`src/stm_pkg.sv`:
```
// shared types, constants and helper functions for the sparse table range min/max unit
`default_nettype none
package stm_pkg;

    localparam int MAX_LENGTH  = 1024;
    localparam int LEVELS      = 11;
    localparam int VALUE_WIDTH = 32;

    localparam int VAL_W  = 32;
    localparam int IDX_W  = 10;
    localparam int LEN_W  = 11;
    localparam int SEXT_W = (VALUE_WIDTH < VAL_W) ? VALUE_WIDTH : VAL_W;

    localparam int ROW_W  = $clog2(MAX_LENGTH);
    localparam int LVL_W  = $clog2(LEVELS + 1);
    localparam int DEPTH  = LEVELS * MAX_LENGTH;
    localparam int ADDR_W = $clog2(DEPTH);

    localparam int EFF_CAP = (MAX_LENGTH < ((1 << LEVELS) - 1)) ? MAX_LENGTH
                                                                : ((1 << LEVELS) - 1);

    localparam logic [1:0] CMD_LOAD  = 2'd0;
    localparam logic [1:0] CMD_BUILD = 2'd1;
    localparam logic [1:0] CMD_QUERY = 2'd2;

    localparam logic [1:0] STATUS_OK      = 2'd0;
    localparam logic [1:0] STATUS_BAD     = 2'd1;
    localparam logic [1:0] STATUS_UNBUILT = 2'd2;

    typedef struct packed {
        logic [1:0]              cmd;
        logic [IDX_W-1:0]        left_index;
        logic [IDX_W-1:0]        right_index;
        logic signed [VAL_W-1:0] value_a;
        logic signed [VAL_W-1:0] value_b;
    } t_in;

    typedef struct packed {
        logic signed [VAL_W-1:0] range_min;
        logic signed [VAL_W-1:0] range_max;
        logic [1:0]              status;
    } t_out;

    typedef struct packed {
        logic signed [VAL_W-1:0] mn;
        logic signed [VAL_W-1:0] mx;
    } t_entry;

    typedef struct packed {
        logic              we;
        logic [ADDR_W-1:0] waddr;
        t_entry            wdata;
        logic              re;
        logic [ADDR_W-1:0] raddr0;
        logic [ADDR_W-1:0] raddr1;
    } t_ram_req;

    typedef enum logic [1:0] {
        ST_IDLE,
        ST_QRES,
        ST_BRD,
        ST_BWR
    } t_state;

    function automatic logic signed [VAL_W-1:0] sext_val(input logic signed [VAL_W-1:0] x);
        logic signed [SEXT_W-1:0] t;
        t = x[SEXT_W-1:0];
        return VAL_W'(t);
    endfunction

    function automatic t_entry merge(input t_entry a, input t_entry b);
        t_entry m;
        m.mn = (a.mn < b.mn) ? a.mn : b.mn;
        m.mx = (a.mx > b.mx) ? a.mx : b.mx;
        return m;
    endfunction

    function automatic logic [LVL_W-1:0] flog2(input logic [LEN_W-1:0] v);
        logic [LVL_W-1:0] k;
        k = '0;
        for (int i = 0; i < LEN_W; i++) begin
            if (v[i]) begin
                k = LVL_W'(i);
            end
        end
        return k;
    endfunction

    function automatic logic [ADDR_W-1:0] tbl_addr(input logic [LVL_W-1:0] k,
                                                   input logic [ROW_W-1:0] row);
        return ADDR_W'(int'(k) * MAX_LENGTH + int'(row));
    endfunction

endpackage
`default_nettype wire

```
`src/stm_ctrl.sv`:
```
// command sequencer: loads, table build walk, queries and the result register
`default_nettype none
module stm_ctrl
    import stm_pkg::*;
(
    input  wire logic             i_clk,
    input  wire logic             i_rst_n,
    input  wire logic             i_in_valid,
    output logic                  o_in_stall,
    input  wire t_in              i_in_data,
    output logic                  o_out_valid,
    input  wire logic             i_out_stall,
    output t_out                  o_out_data,
    input  wire logic [LEN_W-1:0] i_len,
    input  wire logic             i_cfg_wr,
    output t_ram_req              o_ram_req,
    input  wire t_entry           i_rdata0,
    input  wire t_entry           i_rdata1
);

    t_state           r_state, n_state;
    logic             r_built, n_built;
    logic             r_out_valid, n_out_valid;
    t_out             r_out, n_out;
    logic [LVL_W-1:0] r_k, n_k;
    logic [ROW_W-1:0] r_j, n_j;

    logic             in_acc;
    logic             out_free;
    logic             res_en;
    logic [LEN_W-1:0] q_len;
    logic [LVL_W-1:0] q_k;
    logic [ROW_W-1:0] q_row1;
    logic             q_bad;
    logic             lvl_done;
    logic             build_end;
    t_entry           merged;

    assign out_free   = !r_out_valid || !i_out_stall;
    assign o_in_stall = !((r_state == ST_IDLE) && out_free);
    assign in_acc     = i_in_valid && !o_in_stall;

    assign o_out_valid = r_out_valid;
    assign o_out_data  = r_out;

    assign q_len  = LEN_W'({1'b0, i_in_data.right_index} - {1'b0, i_in_data.left_index} + 1'b1);
    assign q_k    = flog2(q_len);
    assign q_row1 = ROW_W'(int'(i_in_data.right_index) + 1 - (1 << q_k));
    assign q_bad  = (i_in_data.left_index > i_in_data.right_index)
                 || ({1'b0, i_in_data.right_index} >= i_len);

    assign lvl_done  = (r_k == LVL_W'(LEVELS)) || ((int'(r_j) + (1 << r_k)) > int'(i_len));
    assign build_end = lvl_done && ((r_j == '0) || (r_k == LVL_W'(LEVELS)));
    assign merged    = merge(i_rdata0, i_rdata1);

    always_comb begin
        n_state = r_state;
        case (r_state)
            ST_IDLE: begin
                if (in_acc) begin
                    if (i_in_data.cmd == CMD_BUILD) begin
                        n_state = ST_BRD;
                    end else if ((i_in_data.cmd == CMD_QUERY) && r_built && !q_bad) begin
                        n_state = ST_QRES;
                    end
                end
            end
            ST_QRES: n_state = ST_IDLE;
            ST_BRD: begin
                if (build_end) begin
                    n_state = ST_IDLE;
                end else if (!lvl_done) begin
                    n_state = ST_BWR;
                end
            end
            ST_BWR:  n_state = ST_BRD;
            default: n_state = ST_IDLE;
        endcase
    end

    always_comb begin
        o_ram_req = '0;
        n_k       = r_k;
        n_j       = r_j;
        n_built   = r_built;
        n_out     = r_out;
        res_en    = 1'b0;
        if (i_cfg_wr) begin
            n_built = 1'b0;
        end
        case (r_state)
            ST_IDLE: begin
                if (in_acc) begin
                    case (i_in_data.cmd)
                        CMD_LOAD: begin
                            res_en  = 1'b1;
                            n_built = 1'b0;
                            n_out   = '{range_min: '0, range_max: '0, status: STATUS_BAD};
                            if (int'(i_in_data.left_index) < MAX_LENGTH) begin
                                o_ram_req.we       = 1'b1;
                                o_ram_req.waddr    = tbl_addr('0, ROW_W'(i_in_data.left_index));
                                o_ram_req.wdata.mn = sext_val(i_in_data.value_a);
                                o_ram_req.wdata.mx = sext_val(i_in_data.value_b);
                                n_out.status       = STATUS_OK;
                            end
                        end
                        CMD_BUILD: begin
                            n_built = 1'b1;
                            n_k     = LVL_W'(1);
                            n_j     = '0;
                        end
                        CMD_QUERY: begin
                            n_out = '{range_min: '0, range_max: '0, status: STATUS_OK};
                            if (!r_built) begin
                                res_en       = 1'b1;
                                n_out.status = STATUS_UNBUILT;
                            end else if (q_bad) begin
                                res_en       = 1'b1;
                                n_out.status = STATUS_BAD;
                            end else begin
                                o_ram_req.re     = 1'b1;
                                o_ram_req.raddr0 = tbl_addr(q_k, ROW_W'(i_in_data.left_index));
                                o_ram_req.raddr1 = tbl_addr(q_k, q_row1);
                            end
                        end
                        default: begin
                            res_en = 1'b1;
                            n_out  = '{range_min: '0, range_max: '0, status: STATUS_BAD};
                        end
                    endcase
                end
            end
            ST_QRES: begin
                res_en = 1'b1;
                n_out  = '{range_min: merged.mn, range_max: merged.mx, status: STATUS_OK};
            end
            ST_BRD: begin
                if (build_end) begin
                    res_en = 1'b1;
                    n_out  = '{range_min: '0, range_max: '0, status: STATUS_OK};
                end else if (lvl_done) begin
                    n_k = LVL_W'(r_k + 1'b1);
                    n_j = '0;
                end else begin
                    o_ram_req.re     = 1'b1;
                    o_ram_req.raddr0 = tbl_addr(LVL_W'(r_k - 1'b1), r_j);
                    o_ram_req.raddr1 = tbl_addr(LVL_W'(r_k - 1'b1),
                                                ROW_W'(int'(r_j) + (1 << (r_k - 1'b1))));
                end
            end
            ST_BWR: begin
                o_ram_req.we    = 1'b1;
                o_ram_req.waddr = tbl_addr(r_k, r_j);
                o_ram_req.wdata = merged;
                n_j             = ROW_W'(r_j + 1'b1);
            end
            default: begin
                o_ram_req = '0;
            end
        endcase
        n_out_valid = (r_out_valid && i_out_stall) || res_en;
    end

    always_ff @(posedge i_clk) begin
        if (!i_rst_n) begin
            r_state     <= ST_IDLE;
            r_built     <= 1'b0;
            r_out_valid <= 1'b0;
            r_k         <= '0;
            r_j         <= '0;
        end else begin
            r_state     <= n_state;
            r_built     <= n_built;
            r_out_valid <= n_out_valid;
            r_k         <= n_k;
            r_j         <= n_j;
        end
    end

    always_ff @(posedge i_clk) begin
        r_out <= n_out;
    end

endmodule
`default_nettype wire

```
`config.mk`:
```
export PLATFORM = sky130hd
export DESIGN_NAME = stm_ctrl
export DESIGN_NICKNAME = d
export VERILOG_FILES = /design/src/stm_pkg.sv /design/src/stm_ctrl.sv
export SDC_FILE = /design/constraint.sdc
export NUM_CORES = 1
export LEC_CHECK = 0
export ABC_CLOCK_PERIOD_IN_PS = 9850
export BUFFER_PORTS_ARGS = -buffer_cell sky130_fd_sc_hd__buf_4
export CAP_MARGIN = 10
export CORE_MARGIN = 8
export CORE_UTILIZATION = 35
export CTS_CLUSTER_DIAMETER = 120
export DETAILED_ROUTE_END_ITERATION = 8
export MAX_ROUTING_LAYER = met4
export PLACE_DENSITY = 0.67
export SLEW_MARGIN = 20
export SYNTH_ARGS = -nofsm -noshare
export SYNTH_HDL_FRONTEND = slang
export SYNTH_SLANG_ARGS = --single-unit
```
`constraint.sdc`:
```
create_clock -name i_clk -period 9.85 [get_ports i_clk]
set_clock_uncertainty 0.2 [all_clocks]
set_input_delay 0 -clock i_clk [delete_from_list [all_inputs] [get_ports i_clk]]
set_output_delay 0 -clock i_clk [all_outputs]
set_load 0.005 [all_outputs]
```
== Word level (Yosys, flattened, before mapping) ==
Cells that the tools add are included.

* Register bits: 84
* Bits of input ports: 230
* Output and inout bits: 176
* Logic and storage cells: 122

* Add/subtract/negate cells: 14
* Order comparisons: 5
* Equal/unequal tests: 14
* Shifts and indexed selects: 3
* Muxes and demuxes: 53
* Reductions and logical operators: 25

{| class="wikitable"
|+ Operators with widths
! operator !! number
|-
| $pmux W66 S3 || 2
|-
| $pmux W79 S2 || 1
|-
| $mux W29 || 5
|-
| $mux W66 || 2
|-
| $mux W108 || 1
|-
| $mux W79 || 1
|-
| $add A14 B10 Y14 || 5
|-
| $mux W32 || 2
|-
| $pmux W29 S2 || 1
|-
| $mux W4 || 12
|-
| $mux W10 || 4
|-
| $add A11 B32 Y32 || 1
|-
| $gt A32 B12 Y1 || 1
|-
| $gt A32 B32 Y1 || 1
|-
| $lt A32 B32 Y1 || 1
|-
| $shl A1 B4 Y32 const A || 1
|-
| $pmux W10 S3 || 1
|-
| $add A10 B1 Y10 const B || 2
|-
| $shl A1 B4 Y10 const A || 2
|-
| $mux W2 || 7
|-
| $add A11 B1 Y11 const B || 1
|-
| $ge A10 B11 Y1 || 1
|-
| $sub A10 B10 Y11 || 1
|-
| $add A10 B10 Y10 || 1
|-
| other kinds (26) || 57
|}

== Logic depth before layout (Yosys ltp) ==
* Depth after elaboration: 20
* Mapped depth: 26

== Worst setup path before layout ==
Ideal clock, no wire load.

* Path kind: register -> register
* Start: register r_k[2]
* End: register r_out, in the netlist o_out_data[0], enable pin
* Library setup time: 590 ps
* Arrival: 8535 ps
* Required time: 9060 ps
* Setup slack: 525 ps
* Stages on the path, launching flop included: 22
* Buffers on the path: 1
* Cells stage by stage: dfxtp_1 -> clkbuf_1 -> inv_1 -> ha_1 -> inv_1 -> nor2_1 -> ha_1 -> o21a_1 -> o31a_1 -> o21a_1 -> or2_2 -> o21ai_0 -> xnor2_1 -> ha_1 -> nand4_1 -> nor2_1 -> o211a_1 -> o31ai_1 -> and3_1 -> nand3_1 -> and3_1 -> a21boi_0

* Cells in the longest elaborated chain, start to end: 7
* Elaborated cells between the ends (all ways): 9

{| class="wikitable"
|+ RTL lines
! element !! line !! text
|-
| start, declared || stm_ctrl.sv:25 || <nowiki>logic [LVL_W-1:0] r_k, n_k;</nowiki>
|-
| start signal, assigned || stm_ctrl.sv:175 || <nowiki>r_k <= n_k;</nowiki>
|-
| $shl A1 B4 Y32 || stm_ctrl.sv:52 || <nowiki>assign lvl_done = (r_k == LVL_W'(LEVELS)) || ((int'(r_j) + (1 << r_k)) > int'(i_len));</nowiki>
|-
| $add A11 B32 Y32 || stm_ctrl.sv:52 ||
|-
| $gt A32 B12 Y1 || stm_ctrl.sv:52 ||
|-
| $logic_or A1 B1 Y1 || stm_ctrl.sv:52 ||
|-
| $logic_and A1 B1 Y1 (*) || stm_ctrl.sv:53 || <nowiki>assign build_end = lvl_done && ((r_j == '0) || (r_k == LVL_W'(LEVELS)));</nowiki>
|-
| $ne A2 B2 Y1 (no line) (*) || - ||
|-
| $reduce_and A4 Y1 (no line) (*) || - ||
|-
| end signal, assigned || stm_ctrl.sv:181 || <nowiki>r_out <= n_out;</nowiki>
|-
| end, declared || stm_ctrl.sv:24 || <nowiki>t_out r_out, n_out;</nowiki>
|}

Every way passes the cells marked *; elsewhere a longest branch is shown, timed or not.
A chain may end at the register's enable or synchronous reset.

== Worst setup path after layout ==
* Start: register r_k[0]
* End: register r_out, in the netlist o_out_data[13], enable pin

Same word-level chain as after synthesis.

==> metrics.md <==
| Metric | Value |
|---|---|
| Post-route setup slack | 3130 ps |
| Part of the power in combinational logic | 54.1% |
| Synthesized instance count | 1,210 |
| Net switching power | 848 µW |
| Slowest cell on crit path | a21boi_4 |
| PD cells | 144 nW/µm² |
| Worst r2r path cells | 22 |
| Register area share after synthesis | 23.8% |
| RSZ-0062 raised after global routing | no |
| Number of cells on the worst hold path | 3 |
| Seq pwr share | 29.1% |
| Clk buf depth | 2 |
| Maxcap violations | 0 |
| Router iterations before antenna repair | 7 |
| GRT overflow | 0 |
| Fin. Hold Viols | 0 |
| I/O pins | 406 |
| Synth Flop Type | edfxtp_1 |
| Port-buffer cells | 405 |
| Slew @ Worst Pin | 1040 ps |
| Drt total wl | 44,500 µm |
| Layout cells sized above 1 | 26.1% |
| Dpl hpwl | 35,900 µm |
| Synthesized flop and latch total | 84 |
| First-pass GRT wire length | 65,600 µm |
| Maximum number of pins on one net before global-route repair | 65 |
| CP cell instances | inv_1 -> ha_1 -> and2_1 -> ha_1 -> inv_1 -> fa_1 -> nor2b_1 -> o31a_1 -> o21a_1 -> or2_2 -> o21ai_0 -> xnor2_1 -> ha_1 -> nand4_1 -> nor2_1 -> o211a_1 -> o31ai_1 -> and3_1 -> nand3_1 -> and3_1 -> a21boi_4 -> buf_4 |
| Status | finished clean |
| CP max FO | 36 |
| Residual DRC | 0 |
| Total global-route track usage | 25.7% |
| Syn Nets | 1,605 |
| Synth cell types | 76 |
| Tmin final | 6720 ps |
| Vias in the first global route | 11,000 |
| Yosys warnings | 0 |
| Worst r2r dst | o_out_data[13] |
| R2R Setup Slk | 3130 ps |
| Area of the multi-input gates | 6820 µm² |
| # fillers | 2,521 |
| Iteration-0 DRC Markers | 792 |
| Root Driver | clkbuf_16 |
| Most frequent cells in the layout | buf_4, ha_1, dlygate4sd3_1 |
| Final ANT Viol Nets | 0 |
| Type of the worst min-delay path | in -> reg |
| Post-Place Worst Slack | 3200 ps |
| Die Wd | 184 µm |
| CP Buf/Inv Count | 3 |
| Synth-to-layout area growth | 51.2% |
| Core Area | 27,700 µm² |
| Clock transition at path regs | 80 ps |
| CP dominant cell by count | ha_1 |
| Mean Syn Cell Area | 8.13 µm² |
| Final core occ | 53.7% |
| Element type at the critical path start | flip-flop |
| Final slew viol count | 0 |
| Gpl congestion | 0.969 |
| DR WL/cell | 21.1 µm |
| Clock sink count | 84 |
| Fraction of registers with async set/reset | 0% |
| Row count | 61 |
| CP endpoint kind | flip-flop |
| Synthesized cell area | 9830 µm² |
| TritonCTS clock tree | built |
| Post-synth EDFFs | 66 |
| Register Area | 2340 µm² |
| Relative slew margins | 30.7% |
| Crit path kind | reg -> reg |
| Critical hold path startpoint | i_rdata1[17] |
| Net Sw Frac | 39.5% |
| Hold EP | o_out_data[19] |
| Die height | 184 µm |
| Maximum vdd drop | 111 µV |
| Initial core utilization | 35.5% |
| Final setup vio count | 0 |
| Commonest non-fill, non-tap cell in the layout | buf_4 |
| Vias per cell | 5.29 |
| Worst-Skew Late Latency | 350 ps |
| Die ar. | 33,700 µm² |
| Initial antenna violation count | 2 |
| Total clock buffers created by CTS | 9 |
| Arr. time, crit path | 6490 ps |
| Worst Path Required | 9630 ps |
| Period utilization | 68.2% |
| Worst path max stage delay | 830 ps |
| Worst path top cell family by delay | simple AND/OR/NAND/NOR gates |
| Via count | 11,100 |
| H-tree level count | 3 |
| Nets | 2,117 |
| FMAX | 0.149 GHz |
| Clock network power share | 16.8% |
| Int Power | 1.30 mW |
| Crit Reg-Reg Startpoint | r_k[0] |
| Pleak | 7.28 nW |
| Setup TNS | 0 ps |
[worst min-delay path, delay by kind of cell]
kind | cells | cell delay (ps)
buffers and inverters | 1 | 90
multiplexers | 1 | 210
AND/OR/NAND/NOR | 1 | 150
[flip-flops by register name, indices dropped and copies added, names as in the netlist]
| signal | count |
|---|---|
| o_out_valid | 1 |
| r_k | 4 |
| r_j | 10 |
| o_out_data | 66 |
| r_state | 2 |
| r_built | 1 |
[worst max-delay path by stage]
| stage | startpoint | end | slack, ps | depth (start not counted) |
|---|---|---|---|---|
| final | r_k[0] | o_out_data[13] | 3130 | 22 |
| after global routing | r_k[0] | o_out_data[13] | 2820 | 22 |
| after CTS | r_k[0] | o_out_data[7] | 3150 | 22 |
| after detailed placement | r_k[0] | o_out_data[15] | 3200 | 22 |
| after global placement | r_k[0] | o_out_data[18] | 3370 | 22 |
| after floorplan | r_k[2] | o_out_data[0] | 520 | 21 |
[logic make-up (layout without fill, tap and decap cells)]
family / Yosys count / count (layout) / synth area share [%]
DFF: 84 / 84 / 23.8
adders and majority gates: 167 / 167 / 21.5
other: 0 / 2 / 0
xor gates and xnor gates: 35 / 35 / 3.12
and+or+nand+nor: 391 / 391 / 18.5
buffers and inverters: 173 / 690 / 7.14
AOI/OAI and AO/OA: 295 / 295 / 19.3
muxes: 65 / 65 / 6.62
[synthesized netlist by cell type (all sizes together) (8+ instances only)]
cell | number | area, µm²
o21ai | 112 | 561
o22ai | 17 | 106
clkbuf | 29 | 110
xnor2 | 25 | 219
and2 | 16 | 100
nand4 | 15 | 93.8
nor2 | 130 | 490
nor2b | 11 | 68.8
mux2i | 65 | 651
buf | 18 | 119
dfxtp | 18 | 360
a21o | 19 | 143
nand3 | 18 | 95.1
a21oi | 48 | 240
o211ai | 8 | 60.1
ha | 161 | 2010
edfxtp | 66 | 1980
inv | 126 | 473
xor2 | 10 | 87.6
nand2b | 8 | 50.1
and3 | 13 | 81.3
a31oi | 9 | 62.6
nor3 | 17 | 96.4
a22oi | 13 | 97.6
a211oi | 9 | 72.6
nand2 | 132 | 495
[layer usage]
metal | global-route usage, % | share of wire [%] | wire length (µm) | up-vias
li1 | - | - | - | 5332
met1 | 31.1 | 41 | 18200 | 5277
met2 | 42.6 | 48 | 21600 | 456
met3 | 3.83 | 6.9 | 3070 | 71
met4 | 9.86 | 3.7 | 1640 | 0
met5 | - | 0 | 0 | -
[metrics by stage]
stage	std cells	total power [mW]	hold slack (ps)	instance area (µm²)
floorplan	1210	1.15	-106	9830
global placement	1954	1.70	77.9	13200
detailed placement	1954	1.71	75.5	13200
CTS	2105	2.15	36.3	14900
global route	2107	2.26	28.4	14900
finish	2107	2.14	13.5	14900
[area by class of cell]
| class | instances | area share (%) |
|---|---|---|
| clock inverter | 6 | 0.480 |
| inverter | 126 | 3.18 |
| timing repair buffer | 548 | 29.9 |
| clock buffer | 10 | 1.54 |
| antenna | 2 | 0.0337 |
| multi-input combinational | 953 | 45.9 |
| sequential | 84 | 15.8 |
| tap | 378 | 3.18 |
[power by group through the flow]
stage	registers, mW	clock network [mW]	logic [mW]
after CTS	0.623	0.368	1.16
after floorplan	0.665	0	0.486
after global placement	0.623	0	1.07
after detailed placement	0.628	0	1.08
final	0.623	0.361	1.16
after global routing	0.636	0.381	1.25
[what timing repair did]
action	4_1_cts	5_1_grt
hold buffers	135	0
endpoints found under the hold margin	80	0
resized for setup	0	0
setup endpoints to repair	0	0
buffers inserted	0	0
No activity file was read; power rests on OpenSTA's default activity.
